<file path="config.mk">
export PLATFORM = sky130hd
export DESIGN_NAME = ortq_front
export DESIGN_NICKNAME = d
export VERILOG_FILES = /design/src/hdl/ortq_pkg.sv /design/src/hdl/ortq_front.sv
export SDC_FILE = /design/constraint.sdc
export NUM_CORES = 1
export LEC_CHECK = 0
export BUFFER_PORTS_ARGS = -buffer_cell sky130_fd_sc_hd__buf_2
export CELL_PAD_IN_SITES_DETAIL_PLACEMENT = 2
export CELL_PAD_IN_SITES_GLOBAL_PLACEMENT = 2
export CORE_ASPECT_RATIO = 0.9
export CORE_MARGIN = 4
export CORE_UTILIZATION = 41
export CTS_CLUSTER_DIAMETER = 60
export DETAILED_ROUTE_END_ITERATION = 12
export PLACE_DENSITY = 0.9
export SLEW_MARGIN = 10
export SYNTH_ARGS = -nofsm -noshare
export SYNTH_HDL_FRONTEND = slang
export SYNTH_SLANG_ARGS = --single-unit
</file>
<file path="constraint.sdc">
create_clock -name clock -period 9.63 [get_ports clock]
set_input_delay 0.4815 -clock clock [delete_from_list [all_inputs] [get_ports clock]]
set_output_delay 0.4815 -clock clock [all_outputs]
set_load 0.005 [all_outputs]
</file>
<file path="src/hdl/ortq_pkg.sv">
// ----------------------------------------------------------------------------
// ortq_pkg
// Shared types and codes for the ordered record table core.
// ----------------------------------------------------------------------------
package ortq_pkg;

   localparam int NAME_W   = 64;
   localparam int COORD_W  = 16;
   localparam int RADIUS_W = 34;

   // request codes
   localparam logic [2:0] OP_INSERT     = 3'd0;
   localparam logic [2:0] OP_FIND_NAME  = 3'd1;
   localparam logic [2:0] OP_FIND_COORD = 3'd2;
   localparam logic [2:0] OP_DEL_NAME   = 3'd3;
   localparam logic [2:0] OP_DEL_COORD  = 3'd4;
   localparam logic [2:0] OP_RANGE      = 3'd5;

   // status codes
   localparam logic [1:0] ST_OK    = 2'd0;
   localparam logic [1:0] ST_MISS  = 2'd1;
   localparam logic [1:0] ST_FULL  = 2'd2;
   localparam logic [1:0] ST_DONE  = 2'd3;

   typedef struct packed {
      logic [2:0]          req_type;
      logic [NAME_W-1:0]   key_name;
      logic [COORD_W-1:0]  x_coord;
      logic [COORD_W-1:0]  y_coord;
      logic [RADIUS_W-1:0] radius_sq;
   } req_type_type;

   typedef struct packed {
      logic [1:0]         status;
      logic [NAME_W-1:0]  rec_name;
      logic [COORD_W-1:0] rec_x;
      logic [COORD_W-1:0] rec_y;
      logic               last;
   } rsp_type;

   // classified command handed from front to back
   typedef struct packed {
      logic               is_insert;
      logic               is_find;
      logic               by_name;
      logic               is_delete;
      logic               is_range;
      logic [NAME_W-1:0]  name;
      logic [COORD_W-1:0] x;
      logic [COORD_W-1:0] y;
      logic [RADIUS_W-1:0] rsq;
   } cmd_type;

endpackage

</file>
<file path="src/hdl/ortq_front.sv">
// ----------------------------------------------------------------------------
// ortq_front
// Accepts request transactions, masks fields and queues classified commands.
// ----------------------------------------------------------------------------
module ortq_front #(
   parameter int COORD_BITS = 16,
   parameter int NAME_BYTES = 8
) (
   input  logic                  clock,
   input  logic                  reset,
   input  logic                  req_valid,
   output logic                  req_stall,
   input  ortq_pkg::req_type_type req_data,
   output logic                  cmd_valid,
   input  logic                  cmd_take,
   output ortq_pkg::cmd_type     cmd_data
);

   localparam int QDEPTH = 2;

   ortq_pkg::cmd_type q_ff [QDEPTH];
   logic       wr_ptr_ff, rd_ptr_ff;
   logic [1:0] cnt_ff;
   ortq_pkg::cmd_type cls;
   logic push, pop;

   // name mask and coordinate sign extension
   function automatic logic [ortq_pkg::COORD_W-1:0] sext(input logic [ortq_pkg::COORD_W-1:0] v);
      logic [ortq_pkg::COORD_W-1:0] r;
      r = v;
      for (int b = 0; b < ortq_pkg::COORD_W; b++) begin
         if (b >= COORD_BITS) r[b] = v[COORD_BITS-1];
      end
      return r;
   endfunction

   function automatic logic [ortq_pkg::NAME_W-1:0] nmask(input logic [ortq_pkg::NAME_W-1:0] v);
      logic [ortq_pkg::NAME_W-1:0] r;
      r = v;
      for (int b = 0; b < ortq_pkg::NAME_W; b++) begin
         if (b >= NAME_BYTES*8) r[b] = 1'b0;
      end
      return r;
   endfunction

   // classify the request
   always_comb begin
      cls.is_insert = (req_data.req_type == ortq_pkg::OP_INSERT);
      cls.is_find   = (req_data.req_type == ortq_pkg::OP_FIND_NAME) ||
                      (req_data.req_type == ortq_pkg::OP_FIND_COORD) ||
                      (req_data.req_type == ortq_pkg::OP_DEL_NAME) ||
                      (req_data.req_type == ortq_pkg::OP_DEL_COORD);
      cls.by_name   = (req_data.req_type == ortq_pkg::OP_FIND_NAME) ||
                      (req_data.req_type == ortq_pkg::OP_DEL_NAME);
      cls.is_delete = (req_data.req_type == ortq_pkg::OP_DEL_NAME) ||
                      (req_data.req_type == ortq_pkg::OP_DEL_COORD);
      cls.is_range  = (req_data.req_type == ortq_pkg::OP_RANGE);
      cls.name      = nmask(req_data.key_name);
      cls.x         = sext(req_data.x_coord);
      cls.y         = sext(req_data.y_coord);
      cls.rsq       = req_data.radius_sq;
   end

   assign req_stall = (cnt_ff == 2'(QDEPTH));
   assign push      = req_valid && !req_stall;
   assign pop       = cmd_valid && cmd_take;
   assign cmd_valid = (cnt_ff != 2'd0);
   assign cmd_data  = q_ff[rd_ptr_ff];

   // hold queue entries
   always_ff @(posedge clock) begin
      if (push) q_ff[wr_ptr_ff] <= cls;
   end

   // advance pointers
   always_ff @(posedge clock) begin
      if (reset) begin
         wr_ptr_ff <= 1'b0;
         rd_ptr_ff <= 1'b0;
         cnt_ff    <= 2'd0;
      end else begin
         if (push) wr_ptr_ff <= ~wr_ptr_ff;
         if (pop)  rd_ptr_ff <= ~rd_ptr_ff;
         cnt_ff <= cnt_ff + 2'(push) - 2'(pop);
      end
   end

   assert property (@(posedge clock) disable iff (reset) cnt_ff <= 2'(QDEPTH))
      else $error("queue overflow");
   assert property (@(posedge clock) disable iff (reset)
      (cnt_ff == 2'd0) |-> !pop) else $error("pop from empty queue");
   assert property (@(posedge clock) disable iff (reset)
      (push && !pop) |=> (cnt_ff == $past(cnt_ff) + 2'd1)) else $error("count slip");

endmodule

</file>
==> impl_metrics.json <==
{
  "grt_max_degree": 82,
  "gp_congestion": 0.714,
  "hold_violations": 0,
  "period_share_pct": 32.5,
  "crit_family": "buffers and inverters",
  "skew_ns": 0.0125,
  "cts_setup_buffers": 0,
  "crit_path_cell_trace": "buf_4 -> mux2_2 -> buf_2",
  "setup_viol": 0,
  "synth.distinct_cells": 24,
  "synth_edf_count": 270,
  "fin_util_pct": 52.9,
  "total_power_mw": 3.60,
  "crit_fanout": 61,
  "drc": 0,
  "dpl.hpwl_um": 18100,
  "core-area_um2": 24400,
  "max_slew_margin_pct": 20.1,
  "io_buffers": 273,
  "yosys.area.top_type": "edfxtp_1",
  "cp_data_required_time_ns": 9.15,
  "drive_gt1_share_pct": 59.6,
  "viasPerCell": 4.82,
  "clkSinkCount": 275,
  "cts_max_level": 1,
  "drt-total-wl_um": 26500,
  "grt_overflow": 0,
  "power_density_nw_per_um2": 279,
  "worst-setup-path-type": "reg -> out",
  "rows": 54,
  "num_io_pins": 274,
  "ctsResizeCount": 0,
  "cts_hold_repair.buffers": 0,
  "rsz0062_at_grt": "no",
  "die_x_um": 174,
  "outcome": "finished, final reports clean",
  "insertion_delay_ns": 0.54,
  "peakVddDrop_mv": 0.150,
  "min_path_type": "in -> reg",
  "slowest_delay_ns": 0.83,
  "syn-num-nets": 595,
  "cts_made_buffers": 30,
  "yosysSeqAreaShare_pct": 80.4,
  "antenna_found_initial": 4,
  "clk_pin_slew_ns": 0.06,
  "fin_nets": 889,
  "first_iter_violations": 296,
  "syn-cell-area_um2": 10200,
  "grt_pass1_vias": 6217,
  "arrival_ns": 2.65,
  "synthTopCellsByCount": "edfxtp_1 (270), mux2_2 (85), mux2_4 (50)",
  "synth_top_area_share_pct": 79.4,
  "dr.pass1.iters": 4,
  "synthArstFlopShare_pct": 0,
  "cts_tree": "built",
  "ys_ff_latch": 275,
  "clockRootBuffer": "clkbuf_16",
  "floorplan.initialDensity_pct": 41.9,
  "path_buf_inv": 2,
  "area_growth_pct": 26.4,
  "end_kind": "primary output",
  "drv_slew": 0,
  "chipHeight_um": 158,
  "cap_violations": 0,
  "worst_pin_slew_ns": 1.20,
  "setup-tns-final_ns": 0,
  "antenna_left": 0,
  "cts_buffer_depth": 3,
  "synthFlopType": "edfxtp_1",
  "yosysWarnings": 0,
  "synth.most_common_cell": "edfxtp_1",
  "ys_top_cells_by_area": "edfxtp_1 (79%), mux2_2 (9.4%), mux2_4 (7.4%)",
  "period_needed_ns": 3.13,
  "cp-start-kind": "register",
  "p_leak_nw": 4.91,
  "fmax_mhz": 320,
  "crit_slowest_cell": "buf_4",
  "grtUsageTotal_pct": 18.7,
  "synthCells": 456,
  "syn_avg_cell_area_um2": 22.4,
  "route.vias.total": 5360,
  "wl_per_cell_um": 23.8,
  "die_area_um2": 27500,
  "grt_first_pass_wirelength_um": 39400
}
==> cells in the final DEF, fill, tap and decap left out, types with 2 or more instances in the layout <==
cell type,netlist,routed
inv_1,5,4
ha_1,2,2
clkinvlp_4,0,2
nor2_1,6,6
mux2_4,50,50
clkbuf_1,0,7
bufinv_16,0,3
dfxtp_1,5,4
clkinv_1,0,5
clkbuf_16,0,31
buf_4,0,4
edfxtp_1,270,270
clkinv_2,0,5
nand2_1,2,2
clkbuf_8,0,2
o21a_1,2,2
buf_2,8,273
nor3_1,2,2
mux2_2,85,85
==> sequential cells by signal, summed over array words and instances (netlist names), named ones only <==
| register | flops |
|---|---|
| wr_ptr_ff | 1 |
| rd_ptr_ff | 1 |
| q_ff | 270 |
| cnt_ff | 2 |
==> worst reg2reg max path: cells and delay by family, from the launching register on <==
kind	cells	cell delay, ns
buffers and inverters	3	1.58
DFF	1	0.39
and+or+nand+nor	2	0.55
==> cell type report <==
type | instances | area (um2)
clock buffer | 40 | 830
inverter | 5 | 21.3
fill | 2160 | 11500
clock inverter | 16 | 158
tap | 336 | 420
antenna | 1 | 2.50
timing repair buffer | 277 | 1400
sequential | 275 | 8210
multi-input combinational | 161 | 1870
==> report_power, final <==
part	switching (mW)	internal [mW]	leakage, nW	total (mW)
clock	0.463	0.683	0.479	1.15
combinational	0.422	0.427	1.87	0.849
sequential	0.0706	1.53	2.57	1.60
==> kinds of logic after synthesis <==
| family | synth area share (%) |
|---|---|
| AO/OA/AOI/OAI | 0.306 |
| multiplexers | 16.7 |
| AND/OR/NAND/NOR | 0.846 |
| buffers and inverters | 1.35 |
| flip-flops | 80.4 |
| adder cells (fa/ha/maj) | 0.245 |
| XOR/XNOR | 0.172 |
==> worst paths after layout <==
check / from / cells past startpoint / end / slack, ns
worst max-delay path: register / 3 / cmd_data[1] / 6.50
worst max register to register: cnt_ff[0] / 5 / q_ff[0][58] / 6.54
worst min register to register: wr_ptr_ff / 2 / wr_ptr_ff / 0.54
worst min-delay path: req_data[27] / 1 / q_ff[0][27] / 0.12
==> stage by stage <==
step | cell area, um2 | cells | hold slack (ns) | setup WS [ns]
6_report | 12900 | 1111 | 0.123 | 6.50
5_1_grt | 12900 | 1111 | 0.0926 | 6.33
4_1_cts | 12900 | 1110 | 0.0963 | 6.44
3_5_place_dp | 11900 | 1054 | 0.510 | 6.45
3_3_place_gp | 11900 | 1054 | 0.480 | 6.57
2_1_floorplan | 10200 | 456 | 0.452 | 5.48
==> metal layers <==
layer | up-vias | wire length [um] | track usage [%] | part of all wire, %
met3 | 39 | 1830 | 5.66 | 6.9
met4 | 6 | 493 | 3.81 | 1.9
li1 | 2388 | - | - | -
met2 | 201 | 14100 | 35.3 | 53
met1 | 2726 | 10000 | 21.2 | 38
met5 | - | 48 | 0 | 0.18
Power figures use the tool's default switching activity.
